--- config.mk ---
export PLATFORM = sky130hd
export DESIGN_NAME = xor_checked_frame_receiver
export DESIGN_NICKNAME = d
export VERILOG_FILES = /design/src/sv/xcfr_pkg.sv /design/src/sv/xcfr_fsm.sv /design/src/sv/xor_checked_frame_receiver.sv
export SDC_FILE = /design/constraint.sdc
export NUM_CORES = 1
export LEC_CHECK = 0
export ABC_CLOCK_PERIOD_IN_PS = 2500
export BUFFER_PORTS_ARGS = -buffer_cell sky130_fd_sc_hd__buf_2
export CAP_MARGIN = 15
export CORE_UTILIZATION = 41
export CTS_BUF_LIST = sky130_fd_sc_hd__clkbuf_16
export DETAILED_ROUTE_END_ITERATION = 16
export SLEW_MARGIN = 10
export SYNTH_ARGS = -nofsm -noshare
export SYNTH_HDL_FRONTEND = slang
export SYNTH_HIERARCHICAL = 1
export SYNTH_SLANG_ARGS = --single-unit
export TNS_END_PERCENT = 50
--- constraint.sdc ---
create_clock -name aclk -period 2.5 [get_ports aclk]
set_input_delay 0.25 -clock aclk [delete_from_list [all_inputs] [get_ports aclk]]
set_output_delay 0.25 -clock aclk [all_outputs]
set_load 0.02 [all_outputs]
--- src/sv/xcfr_pkg.sv ---
// Shared types and constants for the XOR-checked frame receiver.
`default_nettype none

package xcfr_pkg;

    localparam logic [7:0] HDR_FIRST  = 8'hAA;
    localparam logic [7:0] HDR_SECOND = 8'hBB;

    localparam int DEFAULT_PAYLOAD_BYTES = 64;

    typedef enum logic [1:0] {
        PH_HUNT = 2'd0,
        PH_HDR2 = 2'd1,
        PH_DATA = 2'd2,
        PH_CSUM = 2'd3
    } phase_t;

    typedef struct packed {
        logic       valid;
        logic [7:0] out_byte;
        logic [7:0] byte_index;
        logic       frame_end;
        logic       checksum_good;
    } result_t;

endpackage

`default_nettype wire

--- src/sv/xcfr_fsm.sv ---
// Header hunt, payload count and XOR check state machine.
`default_nettype none

module xcfr_fsm #(
    parameter int PAYLOAD_BYTES = xcfr_pkg::DEFAULT_PAYLOAD_BYTES
) (
    input  wire logic             aclk,
    input  wire logic             aresetn,
    input  wire logic             accept,
    input  wire logic [7:0]       rx_byte,
    output xcfr_pkg::result_t     result
);

    localparam int          LAST_COUNT = (PAYLOAD_BYTES < 1) ? 1 : PAYLOAD_BYTES;
    localparam logic [7:0]  LAST_IDX   = 8'(LAST_COUNT - 1);

    xcfr_pkg::phase_t phase_reg, phase_next;
    logic [7:0]       count_reg, count_next;
    logic [7:0]       acc_reg, acc_next;

    always_ff @(posedge aclk) begin
        if (!aresetn) begin
            phase_reg <= xcfr_pkg::PH_HUNT;
            count_reg <= '0;
            acc_reg   <= '0;
        end else if (accept) begin
            phase_reg <= phase_next;
            count_reg <= count_next;
            acc_reg   <= acc_next;
        end
    end

    always_comb begin
        phase_next           = phase_reg;
        count_next           = count_reg;
        acc_next             = acc_reg;
        result.valid         = 1'b0;
        result.out_byte      = rx_byte;
        result.byte_index    = 8'd0;
        result.frame_end     = 1'b0;
        result.checksum_good = 1'b0;
        unique case (phase_reg)
            xcfr_pkg::PH_HUNT: begin
                if (rx_byte == xcfr_pkg::HDR_FIRST) begin
                    phase_next = xcfr_pkg::PH_HDR2;
                end
            end
            xcfr_pkg::PH_HDR2: begin
                if (rx_byte == xcfr_pkg::HDR_SECOND) begin
                    phase_next = xcfr_pkg::PH_DATA;
                    count_next = '0;
                    acc_next   = '0;
                end else begin
                    phase_next = xcfr_pkg::PH_HUNT;
                end
            end
            xcfr_pkg::PH_DATA: begin
                result.valid      = 1'b1;
                result.byte_index = count_reg;
                acc_next          = acc_reg ^ rx_byte;
                count_next        = count_reg + 8'd1;
                if (count_reg == LAST_IDX) begin
                    phase_next = xcfr_pkg::PH_CSUM;
                end
            end
            xcfr_pkg::PH_CSUM: begin
                result.valid         = 1'b1;
                result.frame_end     = 1'b1;
                result.checksum_good = (rx_byte == acc_reg);
                phase_next           = xcfr_pkg::PH_HUNT;
                count_next           = '0;
                acc_next             = '0;
            end
            default: begin
                phase_next = xcfr_pkg::PH_HUNT;
            end
        endcase
    end

endmodule

`default_nettype wire

--- src/sv/xor_checked_frame_receiver.sv ---
// Top level of the XOR-checked frame receiver with its two-entry result buffer.
`default_nettype none

// Takes one received byte per cycle and deframes it: hunts for 0xAA then 0xBB,
// passes PAYLOAD_BYTES payload bytes out with their index, then checks the
// next byte against the XOR of the payload and emits a frame-end result with
// a good/bad flag. Header and hunted-over bytes produce nothing. Each byte is
// handled in the cycle it is accepted, and its result is registered. Results
// pass through an output register backed by one skid register, so a byte is
// accepted every cycle as long as the skid register is empty; s_ready drops
// only when two results wait for m_ready.

module xor_checked_frame_receiver #(
    parameter int PAYLOAD_BYTES = xcfr_pkg::DEFAULT_PAYLOAD_BYTES
) (
    input  wire logic       aclk,
    input  wire logic       aresetn,
    input  wire logic       s_valid,
    output logic            s_ready,
    input  wire logic [7:0] s_rx_byte,
    output logic            m_valid,
    input  wire logic       m_ready,
    output logic [7:0]      m_out_byte,
    output logic [7:0]      m_byte_index,
    output logic            m_frame_end,
    output logic            m_checksum_good
);

    xcfr_pkg::result_t result;
    xcfr_pkg::result_t out_reg;
    xcfr_pkg::result_t skid_reg;
    logic              out_valid_reg;
    logic              skid_valid_reg;
    logic              accept;
    logic              pop;

    assign s_ready = !skid_valid_reg;
    assign accept  = s_valid && s_ready;
    assign pop     = out_valid_reg && m_ready;

    xcfr_fsm #(
        .PAYLOAD_BYTES(PAYLOAD_BYTES)
    ) u_fsm (
        .aclk    (aclk),
        .aresetn (aresetn),
        .accept  (accept),
        .rx_byte (s_rx_byte),
        .result  (result)
    );

    always_ff @(posedge aclk) begin
        if (!aresetn) begin
            out_valid_reg  <= 1'b0;
            skid_valid_reg <= 1'b0;
        end else if (skid_valid_reg) begin
            if (pop) begin
                out_reg        <= skid_reg;
                skid_valid_reg <= 1'b0;
            end
        end else if (accept && result.valid) begin
            if (out_valid_reg && !pop) begin
                skid_reg       <= result;
                skid_valid_reg <= 1'b1;
            end else begin
                out_reg       <= result;
                out_valid_reg <= 1'b1;
            end
        end else if (pop) begin
            out_valid_reg <= 1'b0;
        end
    end

    assign m_valid         = out_valid_reg;
    assign m_out_byte      = out_reg.out_byte;
    assign m_byte_index    = out_reg.byte_index;
    assign m_frame_end     = out_reg.frame_end;
    assign m_checksum_good = out_reg.checksum_good;

    a_skid_behind_out: assert property (@(posedge aclk) disable iff (!aresetn)
        skid_valid_reg |-> out_valid_reg)
        else $error("skid register holds a result while output register is empty");

    a_end_index_zero: assert property (@(posedge aclk) disable iff (!aresetn)
        (m_valid && m_frame_end) |-> (m_byte_index == 8'd0))
        else $error("frame-end result carries a nonzero index");

    a_good_only_on_end: assert property (@(posedge aclk) disable iff (!aresetn)
        (m_valid && !m_frame_end) |-> !m_checksum_good)
        else $error("payload result flags a good checksum");

    a_full_blocks_input: assert property (@(posedge aclk) disable iff (!aresetn)
        (skid_valid_reg && !m_ready) |=> !s_ready)
        else $error("input accepted while both result registers are full");

endmodule

`default_nettype wire
==> run_results.csv, run 1 <==
group,metric,value,unit
placed_design,port_buffers,31,
floorplanning,fp.coreArea,6060,um2
logic_synthesis,synth-warning-count,6,
timing,timing.final.crit_share,0.735,
outcome,status,"complete, no violations",
pwr,netSwitchingPower,0.000357,W
logic_synthesis,syn-cell-area,2640,um2
logic_synthesis,mappedNetlistNets,228,
finish,design.final.nets,252,
detailed_routing,num_vias,1780,
global_route,met2_usage_in_global_routing,0.220,
timing,hold_violations,0,
finish,max_ffs_per_register,18,
placed_design,finalWeightedCongestion,0.811,
pwr,power.density,586,nW/um2
timing,slew_viol_final,0,
floorplanning,vert_die_dim,82.2,um
worst_setup_path,worst_ep_arrival_time,2.04,ns
worst_setup_path,sort_of_element_at_the_end_of_the_critical_path,"flop",
logic_synthesis,synth_common_cells,"edfxtp_1 (36), dfxtp_1 (20), mux2_2 (18)",
worst_setup_path,crit_required,2.70,ns
worst_setup_path,timing.critical_path.cells,"nor2b_1 -> and3b_1 -> a41oi_1 -> a311oi_1",
cts,largest_buffer_count_on_any_clock_path,2,
logic_synthesis,synth_seq_area_share,0.562,
global_route,grt_use_met3,0.0297,
cts,clock_tree.htree_level_count,2,
logic_synthesis,yosysUniqueCellTypes,41,
run,max_cap_violations,0,
global_route,grtUsageTotal,0.158,
logic_synthesis,synthesis.area_per_instance,12.3,um2
cts,clock_tree.root_cell,"clkbuf_16",
logic_synthesis,yosys_most_used_dff,"edfxtp_1",
logic_synthesis,synth_top_cell_by_area,"edfxtp_1",
global_route,first_pass_grt_wire_length,7970,um
timing,fin_worst_skew,0.00527,ns
global_route,antenna_found_initial,0,
detailed_routing,ant_nets,0,
logic_synthesis,synth_seq_cells,56,
global_route,grt_start_max_net_pins,22,
floorplanning,floorplan.die_area,6750,um2
worst_setup_path,start_kind,"flop",
cts,cts_num_sinks,56,
floorplanning,floorplan.die.width,82.2,um
floorplanning,top_level_ports,32,
worst_setup_path,worstSetupPathType,"reg2reg",
floorplanning,placementRows,28,
worst_setup_path,critPathMaxFanout,19,
worst_setup_path,critical-path-max-stage-delay,0.67,ns
timing,max_freq,0.544,GHz
logic_synthesis,postSynth.asyncResetShare,0,
worst_setup_path,worst-r2r-setup-slack,0.66,ns
pwr,seq_power_share,0.564,
pwr,switching_share,0.206,
worst_hold_path,timing.hold.worst.class,"in2reg",
finish,num_antenna_cells,0,
timing,rsz0062_at_grt,"false",
pwr,fin_total_pwr,0.00173,W
detailed_routing,drc_errors,0,
timing,layout_min_cycle_time,1.84,ns
cts,post_cts_resized,0,
cts,cts.repair_timing.setup_buffer_count,0,
pwr,clkPwrFrac,0.405,
logic_synthesis,synth_top_area_frac,0.410,
placed_design,place_hpwl,3340,um
global_route,vias_in_the_first_global_route,1531,
worst_setup_path,timing.critical_path.slowest_stage_cell,"and3b_1",
detailed_routing,via_per_inst,5.65,
detailed_routing,drtPass1Iterations,4,
finish,layout-drive-gt1-share,0.279,
cts,hold_buffers,0,
timing,tightestPinTransition,0.681,ns
cts,cts_tree,"done",
global_route,gr_met1_demand_resource,0.243,
pwr,p_int,0.00137,W
floorplanning,initial_core_util,0.435,
pwr,combinationalPowerShare,0.030,
pwr,static-leakage-power,0.987,nW
cts,cts_buffers,5,
timing,maxSlewHeadroom,0.546,
logic_synthesis,post-synth-top-count-cell,"edfxtp_1",
timing,timing.setup.tns,0,ns
global_route,grt.busiest_layer,"met1",
cts,clock_insertion_delay_worst_skew,0.29,ns
detailed_routing,wl,4970,um
timing,setup_violations,0,
logic_synthesis,synth_edf_count,36,
cts,clk_pin_slew_worst_paths,0.07,ns
logic_synthesis,dominant_cells_by_area_after_synthesis,"edfxtp_1 (41%), dfxtp_1 (15%), mux2_2 (7.7%), nand3b_1 (4.0%), o311ai_0 (3.3%)",
global_route,grt-ovfl-total,0,
pwr,irDropWorstVdd,0.000303,V
logic_synthesis,syn_inst,215,
detailed_routing,drc_violation_total_after_the_first_tritonroute_iteration,157,
finish,areaGrowthSynthToFinish,11.9,%
detailed_routing,detail_route.wl_per_cell,15.8,um
-- through the flow --
step / hold WS [ns] / setup slack [ns] / instances / utilization / cell area (um2)
final: 0.197 / 0.663 / 315 / 0.487 / 2950
after global routing: 0.202 / 0.441 / 315 / 0.487 / 2950
after CTS: 0.193 / 0.696 / 315 / 0.487 / 2950
after detailed placement: 0.492 / 0.625 / 307 / 0.462 / 2800
after global placement: 0.489 / 0.690 / 307 / 0.462 / 2800
after floorplan: 0.388 / 0.0605 / 215 / - / 2650
-- area by class of cell --
| type | count | area [um2] |
|---|---|---|
| clock buffers | 5 | 125 |
| clock inverters | 3 | 22.5 |
| fillers | 543 | 3110 |
| inverters | 5 | 18.8 |
| multi-input cells | 135 | 1020 |
| flip-flops and latches | 56 | 1480 |
| well taps | 75 | 93.8 |
| repair buffers | 36 | 193 |
-- critical path, delay by kind of cell (launching register included) --
| kind | cells | cell delay, ns |
|---|---|---|
| flip-flops | 1 | 0.31 |
| AO/OA/AOI/OAI | 2 | 0.46 |
| AND/OR/NAND/NOR | 2 | 0.97 |
-- logic make-up (layout without fill, tap and decap cells) --
| logic type | after synthesis | after routing | share of synthesized area |
|---|---|---|---|
| adders and majority gates | 1 | 1 | 0.00475 |
| xor gates and xnor gates | 6 | 6 | 0.0199 |
| AOI/OAI and AO/OA | 44 | 44 | 0.117 |
| and+or+nand+nor | 66 | 66 | 0.164 |
| buffers and inverters | 24 | 49 | 0.0560 |
| muxes | 18 | 18 | 0.0769 |
| DFF | 56 | 56 | 0.562 |
-- routing by layer --
layer	up-vias	wire, um
met5	-	0
met4	0	30
met2	47	2170
met3	2	198
met1	858	2580
li1	873	-
-- power by group through the flow --
stage,registers (W),clock network [W],logic [W]
floorplan,0.000997,0,0.0000354
global placement,0.000997,0,0.0000516
detailed placement,0.000997,0,0.0000521
CTS,0.000975,0.000717,0.0000524
global route,0.000975,0.000750,0.0000578
finish,0.000975,0.000700,0.0000525
-- cell usage in the layout (no fill, tap or decap), types with 2 or more instances in the layout --
cell type	n
o311ai_0	10
a21oi_1	6
a311oi_1	3
buf_4	5
xor2_1	2
o21ai_1	3
or3_1	3
nand3_1	4
buf_2	31
nand2_1	12
or4_1	7
and2_1	10
clkbuf_16	5
o311ai_1	2
a41oi_1	2
xnor2_1	4
inv_1	4
nand2b_1	2
o211ai_1	3
nand3b_1	14
edfxtp_1	36
nand4_1	2
mux2_2	18
dfxtp_1	20
nor2b_1	5
a31oi_1	9
o21ai_0	4
-- final timing paths --
path,depth (start not counted),startpoint,endpoint
worst min-delay path,1,s_rx_byte[3],skid_reg[13]
worst max-delay path,4,skid_valid_reg,u_fsm/count_reg[3]
worst min register to register,2,u_fsm/count_reg[1],u_fsm/count_reg[1]
worst max register to register,4,skid_valid_reg,u_fsm/count_reg[3]
(Power assumes the default switching activity.)
==> inputs of run 2 (changes only) <==
--- a/config.mk
+++ b/config.mk
@@ -5,7 +5,8 @@
 export SDC_FILE = /design/constraint.sdc
 export NUM_CORES = 1
 export LEC_CHECK = 0
-export ABC_CLOCK_PERIOD_IN_PS = 2500
+export ABC_AREA = 1
+export ABC_CLOCK_PERIOD_IN_PS = 1600
 export BUFFER_PORTS_ARGS = -buffer_cell sky130_fd_sc_hd__buf_2
 export CAP_MARGIN = 15
 export CORE_UTILIZATION = 41
==> constraint.sdc (replaced) <==
create_clock -name aclk -period 1.6 [get_ports aclk]
set_input_delay 0.16 -clock aclk [delete_from_list [all_inputs] [get_ports aclk]]
set_output_delay 0.16 -clock aclk [all_outputs]
set_load 0.02 [all_outputs]
==> run 2 against run 1 <==
Critical path depth stayed put. Die area rose by 3.3%. Cell area up 5.3%. Power grew 55%. Largest power group unchanged. Wire length fell by 3.2%. Via count increased by 4.5%. Worst setup slack got worse by 0.52 ns. Area after synthesis grew 3.4%.
==> run_results.csv, run 2 <==
group,metric,value,unit
global_route,grt_start_max_net_pins,22,
run,max_cap_violations,0,
logic_synthesis,synth_top_cell_by_area,"edfxtp_1",
finish,max_ffs_per_register,18,
finish,layout-drive-gt1-share,0.276,
logic_synthesis,post_synth_xor_area_fraction,0.0289,
logic_synthesis,synth_seq_cells,56,
logic_synthesis,mappedNetlistNets,305,
worst_setup_path,critPathMaxFanout,21,
pwr,static-leakage-power,1.30,nW
logic_synthesis,synth.mux.area_fraction,0,
finish,utilization,0.486,
worst_setup_path,worst_ep_arrival_time,1.30,ns
cts,cts_num_sinks,56,
logic_synthesis,post_synthesis_share_of_cell_area_spent_on_full_adders_half_adders_and_majority_gates,0.00459,
worst_setup_path,timing.critical_path.cells,"buf_4 -> inv_2 -> buf_4 -> buf_2",
placed_design,placement.cell_area,2960,um2
global_route,first_pass_grt_wire_length,8490,um
worst_setup_path,critPathTopFamily,"buffers and inverters",
worst_setup_path,sort_of_element_at_the_end_of_the_critical_path,"primary output",
cts,clock_tree.htree_level_count,2,
timing,worst_hold_slack,0.111,ns
timing,timing.final.crit_share,0.912,
worst_setup_path,timing.critical_path.slowest_stage_cell,"dfxtp_1",
cts,cts_buffers,5,
worst_setup_path,critical_path.endpoint,"s_ready",
cts,cts_tree,"done",
floorplanning,placementRows,29,
cts,largest_buffer_count_on_any_clock_path,2,
detailed_routing,ant_nets,0,
logic_synthesis,synth_top_area_frac,0.397,
logic_synthesis,postSynth.asyncResetShare,0,
timing,slew_viol_final,0,
logic_synthesis,synth-warning-count,6,
finish,final_common_cell,"nand2_1",
global_route,antenna_found_initial,0,
worst_hold_path,timing.hold.worst.class,"in2reg",
cts,cts.repair_timing.setup_buffer_count,0,
timing,setup_violations,0,
logic_synthesis,combinational_family_with_the_most_area_after_synthesis,"simple AND/OR/NAND/NOR gates",
placed_design,place_hpwl,3570,um
cts,clk_pin_slew_worst_paths,0.07,ns
logic_synthesis,syn-cell-area,2730,um2
finish,top_library_cells_by_usage_in_the_layout_fill_and_taps_aside,"nand2_1 (91), edfxtp_1 (36), buf_2 (31), inv_1 (24), nor2_1 (21)",
logic_synthesis,syn_inst,292,
logic_synthesis,synth_compound_gate_area_share,0.0583,
worst_setup_path,worst-r2r-setup-slack,0.23,ns
cts,hold_buffers,0,
worst_setup_path,crit_path_start,"skid_valid_reg",
detailed_routing,via_per_inst,4.62,
worst_setup_path,regToRegEndpoint,"skid_reg[12]",
timing,hold_violations,0,
floorplanning,floorplan.die.width,83.5,um
timing,fin_worst_skew,0.00519,ns
cts,clock_insertion_delay_worst_skew,0.29,ns
detailed_routing,wl,4820,um
timing,max_freq,0.685,GHz
timing,tightestPinTransition,0.320,ns
logic_synthesis,synth_seq_area_share,0.544,
logic_synthesis,synthesis.area_per_instance,9.33,um2
floorplanning,vert_die_dim,83.5,um
logic_synthesis,synth_edf_count,36,
finish,num_antenna_cells,0,
cts,clock_tree.root_cell,"clkbuf_16",
worst_setup_path,crit_required,1.44,ns
finish,design.final.nets,338,
floorplanning,floorplan.die_area,6980,um2
logic_synthesis,post-synth-top-count-cell,"nand2_1",
detailed_routing,drc_violation_total_after_the_first_tritonroute_iteration,64,
global_route,grt-ovfl-total,0,
worst_setup_path,crit_top_cell,"buf_4",
floorplanning,fp.coreArea,6390,um2
timing,maxSlewHeadroom,0.784,
detailed_routing,drc_errors,0,
placed_design,port_buffers,31,
global_route,vias_in_the_first_global_route,1782,
detailed_routing,detail_route.wl_per_cell,12.0,um
worst_setup_path,worstSetupPathType,"reg2out",
worst_setup_path,start_kind,"flop",
cts,post_cts_resized,0,
pwr,irDropWorstVdd,0.000637,V
placed_design,finalWeightedCongestion,0.824,
detailed_routing,num_vias,1860,
logic_synthesis,synth_area_in_simple_gates,0.281,
worst_setup_path,path_depth,4,
timing,rsz0062_at_grt,"false",
finish,final_cell_area,3110,um2
global_route,grtUsageTotal,0.153,
logic_synthesis,yosysUniqueCellTypes,32,
floorplanning,initial_core_util,0.427,
finish,fillCellCount,604,
floorplanning,top_level_ports,32,
logic_synthesis,yosys_most_used_dff,"edfxtp_1",
finish,areaGrowthSynthToFinish,14.0,%
worst_setup_path,timing.reg2reg.worst_path_depth,5,
worst_setup_path,critical-path-max-stage-delay,0.31,ns
outcome,status,"complete, no violations",
logic_synthesis,synth_common_cells,"nand2_1 (91), edfxtp_1 (36), inv_1 (24)",
logic_synthesis,dominant_cells_by_area_after_synthesis,"edfxtp_1 (40%), dfxtp_1 (15%), nand2_1 (13%), inv_1 (3.3%), nor2_1 (3.0%)",
pwr,power.density,864,nW/um2
timing,layout_min_cycle_time,1.46,ns
detailed_routing,drtPass1Iterations,4,
worst_setup_path,timing.critical_path.buf_inv,4,
## run 2: cell types whose count changed in the layout (fill, tap and decap cells not counted), sizes merged, moves of 9 or more
cell / delta
and2: -10
a31oi: -9
nand3b: -14
a21oi: +11
nand2: +92
o311ai: -12
nor2: +34
inv: +23
mux2: -18
## run 2: power breakdown
| group | internal (W) | switching, W |
|---|---|---|
| clock | 0.000577 | 0.000493 |
| sequential | 0.00152 | 0.000000279 |
| combinational | 0.0000319 | 0.0000561 |
| total | 0.00213 | 0.000549 |
## run 2: layout make-up
| cell class | instances | area [um2] | area share |
|---|---|---|---|
| sequential | 56 | 1480 | 0.477 |
| timing repair buffer | 42 | 250 | 0.0805 |
| multi-input combinational | 192 | 1030 | 0.331 |
| clock buffer | 5 | 125 | 0.0403 |
| inverter | 28 | 108 | 0.0346 |
| tap | 77 | 96.3 | 0.0310 |
| clock inverter | 3 | 17.5 | 0.00564 |
## run 2: how the worst min path moves through the flow
stage | depth (start not counted) | from | endpoint | slack [ns]
floorplan | 2 | aresetn | u_fsm/count_reg[4] | 0.28
global placement | 1 | s_rx_byte[2] | skid_reg[12] | 0.40
detailed placement | 1 | s_rx_byte[2] | skid_reg[12] | 0.40
CTS | 1 | s_rx_byte[2] | skid_reg[12] | 0.10
global route | 1 | s_rx_byte[2] | skid_reg[12] | 0.11
finish | 1 | s_rx_byte[2] | skid_reg[12] | 0.11
## run 2: worst register-to-register path, delay by kind of cell (launching register included)
kind,cells,cell delay (ns)
buf+inv,2,0.25
simple gates,3,0.37
flops,1,0.45
## run 2: kinds of logic after synthesis
kind of cell	Yosys count
adder cells (fa/ha/maj)	1
AO/OA/AOI/OAI	22
flip-flops	56
buffers and inverters	44
XOR/XNOR	9
AND/OR/NAND/NOR	160
## run 2: metrics by stage
| stage | std cells | setup TNS (ns) | power [W] | worst slack (ns) |
|---|---|---|---|---|
| after global routing | 403 | 0 | 0.00279 | 0.0591 |
| after CTS | 403 | 0 | 0.00270 | 0.117 |
| after global placement | 395 | 0 | 0.00165 | 0.260 |
| after detailed placement | 395 | 0 | 0.00165 | 0.234 |
| final | 403 | 0 | 0.00268 | 0.141 |
| after floorplan | 292 | -0.428 | 0.00162 | -0.0238 |
## run 2: metal layers
layer,track usage,routed length [um],up-vias
li1,-,-,991
met3,0.0287,118,5
met5,0,0,-
met1,0.206,2420,841
met2,0.247,2200,23
met4,0.0555,79,0
